**src/hdl/lkvt_pkg.sv**
```systemverilog
// Shared types and constants of the linear key to value table.
// Used by the top level and by its checker; depends on nothing.
package lkvt_pkg;

	localparam int DEPTH       = 16;
	localparam int KEY_WIDTH   = 32;
	localparam int VALUE_WIDTH = 32;
	localparam int IDX_W       = $clog2(DEPTH);
	localparam int CNT_W       = $clog2(DEPTH + 1);
	localparam int ENTRY_W     = KEY_WIDTH + VALUE_WIDTH;

	typedef enum logic [1:0] {
		KIND_SET    = 2'd0,
		KIND_GET    = 2'd1,
		KIND_REMOVE = 2'd2,
		KIND_NONE   = 2'd3
	} kind_t;

	typedef enum logic [3:0] {
		ST_IDLE = 4'b0001,
		ST_SCAN = 4'b0010,
		ST_MOVE = 4'b0100,
		ST_DONE = 4'b1000
	} state_t;

endpackage

```
**src/hdl/linear_key_value_table.sv**
```systemverilog
// Channel   Direction  Handshake            Word
// request   in         req_valid/req_stall  kind, key, value
// response  out        rsp_valid/rsp_stall  found, read_value, table_full, entries_used
//
// A request goes through scan, move (only for a remove that hits) and done; the scan
// reads the stored entries (at most 16) in turn via the single read port of the memory.
// Reset clears the state machine, the entry count and the response valid; the memory is
// not cleared, as only entries below the count are ever read.
// A stalled response holds; the next request is taken while it waits.
// Top level of the linear key to value table: one entry memory with a scan sequencer.
// Depends on lkvt_pkg.
module linear_key_value_table (
	input  logic                             clk,
	input  logic                             arst_n,
	input  logic                             req_valid,
	output logic                             req_stall,
	input  logic [1:0]                       kind,
	input  logic [lkvt_pkg::KEY_WIDTH-1:0]   key,
	input  logic [lkvt_pkg::VALUE_WIDTH-1:0] value,
	output logic                             rsp_valid,
	input  logic                             rsp_stall,
	output logic                             found,
	output logic [lkvt_pkg::VALUE_WIDTH-1:0] read_value,
	output logic                             table_full,
	output logic [lkvt_pkg::CNT_W-1:0]       entries_used
);

	lkvt_pkg::state_t state_q;

	logic [lkvt_pkg::ENTRY_W-1:0]     mem [lkvt_pkg::DEPTH];
	logic [lkvt_pkg::ENTRY_W-1:0]     rd_data_s1;
	logic                             pend_s1;
	logic [lkvt_pkg::IDX_W-1:0]       pend_idx_s1;

	lkvt_pkg::kind_t                  kind_q;
	logic [lkvt_pkg::KEY_WIDTH-1:0]   key_q;
	logic [lkvt_pkg::VALUE_WIDTH-1:0] value_q;
	logic [lkvt_pkg::CNT_W-1:0]       count_q;
	logic [lkvt_pkg::CNT_W-1:0]       scan_q;
	logic [lkvt_pkg::IDX_W-1:0]       slot_q;
	logic                             hit_q;
	logic [lkvt_pkg::VALUE_WIDTH-1:0] rdval_q;
	logic                             full_q;

	logic                             match;
	logic                             scan_end;
	logic                             mem_re;
	logic [lkvt_pkg::IDX_W-1:0]       mem_raddr;
	logic                             mem_we;
	logic [lkvt_pkg::IDX_W-1:0]       mem_waddr;
	logic [lkvt_pkg::ENTRY_W-1:0]     mem_wdata;
	logic [lkvt_pkg::CNT_W-1:0]       last_cnt;
	logic                             req_acc;
	logic                             rsp_free;

	assign req_stall = (state_q != lkvt_pkg::ST_IDLE);
	assign req_acc   = req_valid && !req_stall;
	assign rsp_free  = !rsp_valid || !rsp_stall;
	assign last_cnt  = count_q - lkvt_pkg::CNT_W'(1);

	// The key sits in the upper half of each memory word.
	assign match    = pend_s1 && (rd_data_s1[lkvt_pkg::ENTRY_W-1:lkvt_pkg::VALUE_WIDTH] == key_q);
	assign scan_end = (state_q == lkvt_pkg::ST_SCAN) && (match || (scan_q == count_q));

	always_comb begin
		mem_re    = 1'b0;
		mem_raddr = scan_q[lkvt_pkg::IDX_W-1:0];
		mem_we    = 1'b0;
		mem_waddr = pend_idx_s1;
		mem_wdata = {key_q, value_q};
		if (state_q == lkvt_pkg::ST_SCAN) begin
			if (scan_end) begin
				// A remove that hits fetches the last entry to fill the hole.
				if (match && kind_q == lkvt_pkg::KIND_REMOVE) begin
					mem_re    = 1'b1;
					mem_raddr = last_cnt[lkvt_pkg::IDX_W-1:0];
				end
				if (kind_q == lkvt_pkg::KIND_SET) begin
					if (match) begin
						mem_we = 1'b1;
					end else if (count_q != lkvt_pkg::CNT_W'(lkvt_pkg::DEPTH)) begin
						mem_we    = 1'b1;
						mem_waddr = count_q[lkvt_pkg::IDX_W-1:0];
					end
				end
			end else begin
				mem_re = 1'b1;
			end
		end else if (state_q == lkvt_pkg::ST_MOVE) begin
			mem_we    = 1'b1;
			mem_waddr = slot_q;
			mem_wdata = rd_data_s1;
		end
	end

	always_ff @(posedge clk) begin
		if (mem_we) begin
			mem[mem_waddr] <= mem_wdata;
		end
		if (mem_re) begin
			rd_data_s1 <= mem[mem_raddr];
		end
		pend_idx_s1 <= mem_raddr;
	end

	always_ff @(posedge clk) begin
		if (req_acc) begin
			kind_q  <= lkvt_pkg::kind_t'(kind);
			key_q   <= key;
			value_q <= value;
		end
		if (scan_end) begin
			slot_q  <= pend_idx_s1;
			rdval_q <= (match && kind_q == lkvt_pkg::KIND_GET) ?
				rd_data_s1[lkvt_pkg::VALUE_WIDTH-1:0] : '0;
			full_q  <= !match && kind_q == lkvt_pkg::KIND_SET &&
				count_q == lkvt_pkg::CNT_W'(lkvt_pkg::DEPTH);
		end
	end

	always_ff @(posedge clk or negedge arst_n) begin
		if (!arst_n) begin
			state_q   <= lkvt_pkg::ST_IDLE;
			count_q   <= '0;
			scan_q    <= '0;
			pend_s1   <= 1'b0;
			hit_q     <= 1'b0;
			rsp_valid <= 1'b0;
		end else begin
			pend_s1 <= mem_re && (state_q == lkvt_pkg::ST_SCAN) && !scan_end;
			// A word taken while the next one is ready is replaced below instead.
			if (rsp_valid && !rsp_stall && state_q != lkvt_pkg::ST_DONE) begin
				rsp_valid <= 1'b0;
			end
			case (state_q)
				lkvt_pkg::ST_IDLE: begin
					if (req_acc) begin
						scan_q  <= '0;
						state_q <= lkvt_pkg::ST_SCAN;
					end
				end
				lkvt_pkg::ST_SCAN: begin
					if (scan_end) begin
						hit_q <= match;
						if (kind_q == lkvt_pkg::KIND_SET && !match &&
							count_q != lkvt_pkg::CNT_W'(lkvt_pkg::DEPTH)) begin
							count_q <= count_q + lkvt_pkg::CNT_W'(1);
						end
						if (match && kind_q == lkvt_pkg::KIND_REMOVE) begin
							state_q <= lkvt_pkg::ST_MOVE;
						end else begin
							state_q <= lkvt_pkg::ST_DONE;
						end
					end else begin
						scan_q <= scan_q + lkvt_pkg::CNT_W'(1);
					end
				end
				lkvt_pkg::ST_MOVE: begin
					count_q <= last_cnt;
					state_q <= lkvt_pkg::ST_DONE;
				end
				lkvt_pkg::ST_DONE: begin
					if (rsp_free) begin
						rsp_valid <= 1'b1;
						state_q   <= lkvt_pkg::ST_IDLE;
					end
				end
				default: begin
					state_q <= lkvt_pkg::ST_IDLE;
				end
			endcase
		end
	end

	// Response word, loaded only when the output register is free.
	always_ff @(posedge clk) begin
		if (state_q == lkvt_pkg::ST_DONE && rsp_free) begin
			found        <= hit_q && kind_q != lkvt_pkg::KIND_NONE;
			read_value   <= rdval_q;
			table_full   <= full_q;
			entries_used <= count_q;
		end
	end

endmodule

```
**config.mk**
```make
export PLATFORM = sky130hd
export DESIGN_NAME = linear_key_value_table
export DESIGN_NICKNAME = d
export VERILOG_FILES = /design/src/hdl/lkvt_pkg.sv /design/src/hdl/linear_key_value_table.sv
export SDC_FILE = /design/constraint.sdc
export NUM_CORES = 2
export LEC_CHECK = 0
export ABC_AREA = 1
export ABC_CLOCK_PERIOD_IN_PS = 7700
export BUFFER_PORTS_ARGS = -buffer_cell sky130_fd_sc_hd__buf_2
export CAP_MARGIN = 25
export CORE_AREA = 2 2 302 527
export DETAILED_ROUTE_END_ITERATION = 16
export DIE_AREA = 0 0 304 529
export SYNTH_ARGS = -nofsm -noshare
export SYNTH_HDL_FRONTEND = slang
export SYNTH_SLANG_ARGS = --single-unit
```
**constraint.sdc**
```tcl
create_clock -name clk -period 7.7 [get_ports clk]
set_input_delay 0.385 -clock clk [delete_from_list [all_inputs] [get_ports clk]]
set_output_delay 0.385 -clock clk [all_outputs]
set_load 0.02 [all_outputs]
```
==> impl_metrics.tcl <==
set metrics [dict create \
    slew_headroom_pct 27.0 \
    multi_input_area_um2 12500 \
    setup_viol 0 \
    crit_arrival_ns 5.38 \
    regArea_um2 37400 \
    cts_tree "yes" \
    r2r_cells 12 \
    synth_cells 4871 \
    path_common_cell "nand3_1" \
    p_leak_nw 24.0 \
    synth_nets 4945 \
    synth_largest_area_cell "edfxtp_1" \
    p_per_area_nw_per_um2 284 \
    die_area_um2 161000 \
    min_path_type "in2reg" \
    cp_data_required_time_ns 8.18 \
    fmax_mhz 204 \
    synth-main-ff-cell "edfxtp_1" \
    grt_max_degree 186 \
    grt_overflow_total 0 \
    die_x_um 304 \
    drive_gt1_share_pct 8.64 \
    pin_count 111 \
    ant_nets 0 \
    clk_latency_ns 0.75 \
    timing.final.crit_share_pct 63.6 \
    std_cell_rows 192 \
    crit_end "rd_data_s1[23]" \
    coreArea_um2 156000 \
    root_buffer "clkbuf_16" \
    port_buffers 110 \
    wire_per_inst_um 21.4 \
    cpPeakStageDelay_ns 0.91 \
    ir_worst_vdd_mv 0.179 \
    worstSetupPathType "reg2reg" \
    slowest_stage "nand2_8" \
    ys_seq_area_share_pct 68.8 \
    start_util_pct 34.8 \
    crit_path_start_kind "flip-flop" \
    p_total_mw 17.5 \
    hp-start "req_valid" \
    yosysMostFrequentCell "edfxtp_1" \
    path_cells "inv_1 > nand3_1 > clkinv_1 > nand3_4 > nand2_8 > nand2_8 > buf_4 > nand2_1 > nand3_1 > nand3_1 > nand3_1 > nand2_1" \
    fill_cells 14600 \
    dpl.hpwl_mm 78.4 \
    fin_cells 7118 \
    drv_slew 0 \
    synth_top_area_share_pct 67.9 \
    gp_congestion 0.838 \
    dr.pass1.iters 6 \
    final_area_um2 61700 \
    vias 36200 \
    placed_area_um2 57300 \
    numCtsBuffers 110 \
    layout.nets 5061 \
    fin_crit_ns 4.90 \
    ys_top_cells_by_area "edfxtp_1 68%, nand3_1 10%, inv_1 5.8%" \
    drtIter0Drc 3023 \
    clock_path_buffers 3 \
    synth.top_cells.by_count "1230 x edfxtp_1, 1113 x nand3_1, 836 x inv_1, 823 x nand2_1, 320 x nand3b_1" \
    antenna_found_initial 4 \
    outcome "complete, no violations" \
    hold_viol_final 0 \
    endpoint_kind "flip-flop" \
    synthArstFlopShare_pct 1.36 \
    synth_edf_count 1230 \
    clk_pin_slew_ns 0.06 \
    cp_max_fo 129 \
    maxCapViolCount 0 \
    r2r_end "rd_data_s1[23]" \
    synth_warnings 0 \
    worstMarginPinSlew_ns 1.10 \
    ys_ff_latch 1251 \
    routed_via_density 5.08 \
    die_h_um 529 \
    grt_pass1_wl_mm 227 \
    setup-tns-final_ns 0 \
    grt_usage_pct 18.8 \
    synthToLayoutAreaGrowth_pct 13.3 \
    cts_setup_buffers 0 \
    crit_start "state_q[0]" \
    syn-cell-area_um2 54400 \
    rsz0062_at_grt "no" \
    drc 0 \
    worst-r2r-setup-slack_ns 2.80 \
    worst_clock_skew_ns 0.0475 \
    dp_cells 6840 \
    postSynthAreaPerCell_um2 11.2 \
    cts.sinks 1251 \
    ys_types 36 \
    htreeDepth 3 \
    wl_mm 153 \
    grt_pass1_vias 35500 \
    r2r-start "state_q[0]" \
]
## cells in the final DEF, fill, tap and decap left out, types with 5 or more instances in the layout
cell and count:
a21oi_1 8, buf_12 24, buf_2 110, buf_4 89
bufinv_16 10, clkbuf_1 15, clkbuf_16 112, clkinv_1 17
clkinv_2 23, clkinv_4 5, clkinvlp_4 13, dfrtp_1 16
dlygate4sd3_1 68, edfxtp_1 1230, inv_1 834, nand2_1 820
nand3_1 1112, nand3b_1 320, nand4_1 9, nor2_1 82
nor2_4 19, nor3_1 5, o21ai_0 61, o21ai_1 12
xnor2_1 7, xor2_1 9
## cell families (layout without fill, tap and decap cells)
logic type,Yosys count,after routing,synth area share (%)
simple gates,2380,2380,21.3
buf+inv,1128,1336,8.65
flops,1251,1251,68.8
other cells,0,2,0
xor+xnor,16,16,0.257
fa+ha+maj,4,4,0.0919
compound gates,92,92,0.896
## critical path: cells and delay by family, from the launching register on
kind	cells	cell delay, ns
buf+inv	3	1.34
flops	1	0.53
simple gates	9	2.59
## final cells by class
| type | count | area share (%) |
|---|---|---|
| repair buffers | 291 | 3.86 |
| well taps | 2037 | 4.13 |
| inverters | 841 | 5.13 |
| clock inverters | 74 | 1.18 |
| clock buffers | 130 | 4.70 |
| multi-input cells | 2492 | 20.3 |
| diodes | 2 | 0.00811 |
| flip-flops and latches | 1251 | 60.7 |
## state kept, by name, indices dropped and copies added (netlist names), 5 cells and up
signal and count:
count_q 5, rdval_q 32, rd_data_s1 64, value_q 32
key_q 32, mem 1024, scan_q 5, entries_used 5
read_value 32
## metal layers
| metal | wire length (um) | vias to the layer above | track usage, % |
|---|---|---|---|
| met2 | 79500 | 1326 | 34.2 |
| met1 | 58600 | 17900 | 22.3 |
| met4 | 5460 | 2 | 7.62 |
| met5 | 11 | - | 0 |
| li1 | - | 16700 | - |
| met3 | 9140 | 299 | 2.24 |
## power breakdown
| part | leakage, nW | internal (mW) | total, mW | switching (mW) |
|---|---|---|---|---|
| Sequential | 11.4 | 8.06 | 8.21 | 0.145 |
| Clock | 1.75 | 3.05 | 5.61 | 2.56 |
| Combinational | 10.9 | 1.02 | 3.69 | 2.66 |
| Total | 24.0 | 12.1 | 17.5 | 5.37 |
## per-stage QoR
step,setup WS [ns],utilization [%],hold WS (ns)
2_1_floorplan,0.968,-,0.0894
3_3_place_gp,2.99,36.6,0.367
3_5_place_dp,2.90,36.7,0.371
4_1_cts,2.93,39.4,0.0229
5_1_grt,2.54,39.4,0.0653
6_report,2.80,39.4,0.0648
## worst min-delay path by stage
stage / to / slack [ns] / cells past startpoint
3_3_place_gp: rsp_valid / 0.37 / 1
4_1_cts: state_q[0] / 0.02 / 4
5_1_grt: state_q[0] / 0.07 / 4
3_5_place_dp: rsp_valid / 0.37 / 1
6_report: state_q[0] / 0.06 / 4
2_1_floorplan: count_q[0] / 0.09 / 0
## timing repair
item	4_1_cts	5_1_grt
endpoints found under the hold margin	84	0
gates resized for setup	0	0
hold buffers	68	0
Note: power is estimated with default switching activity, not from simulation.
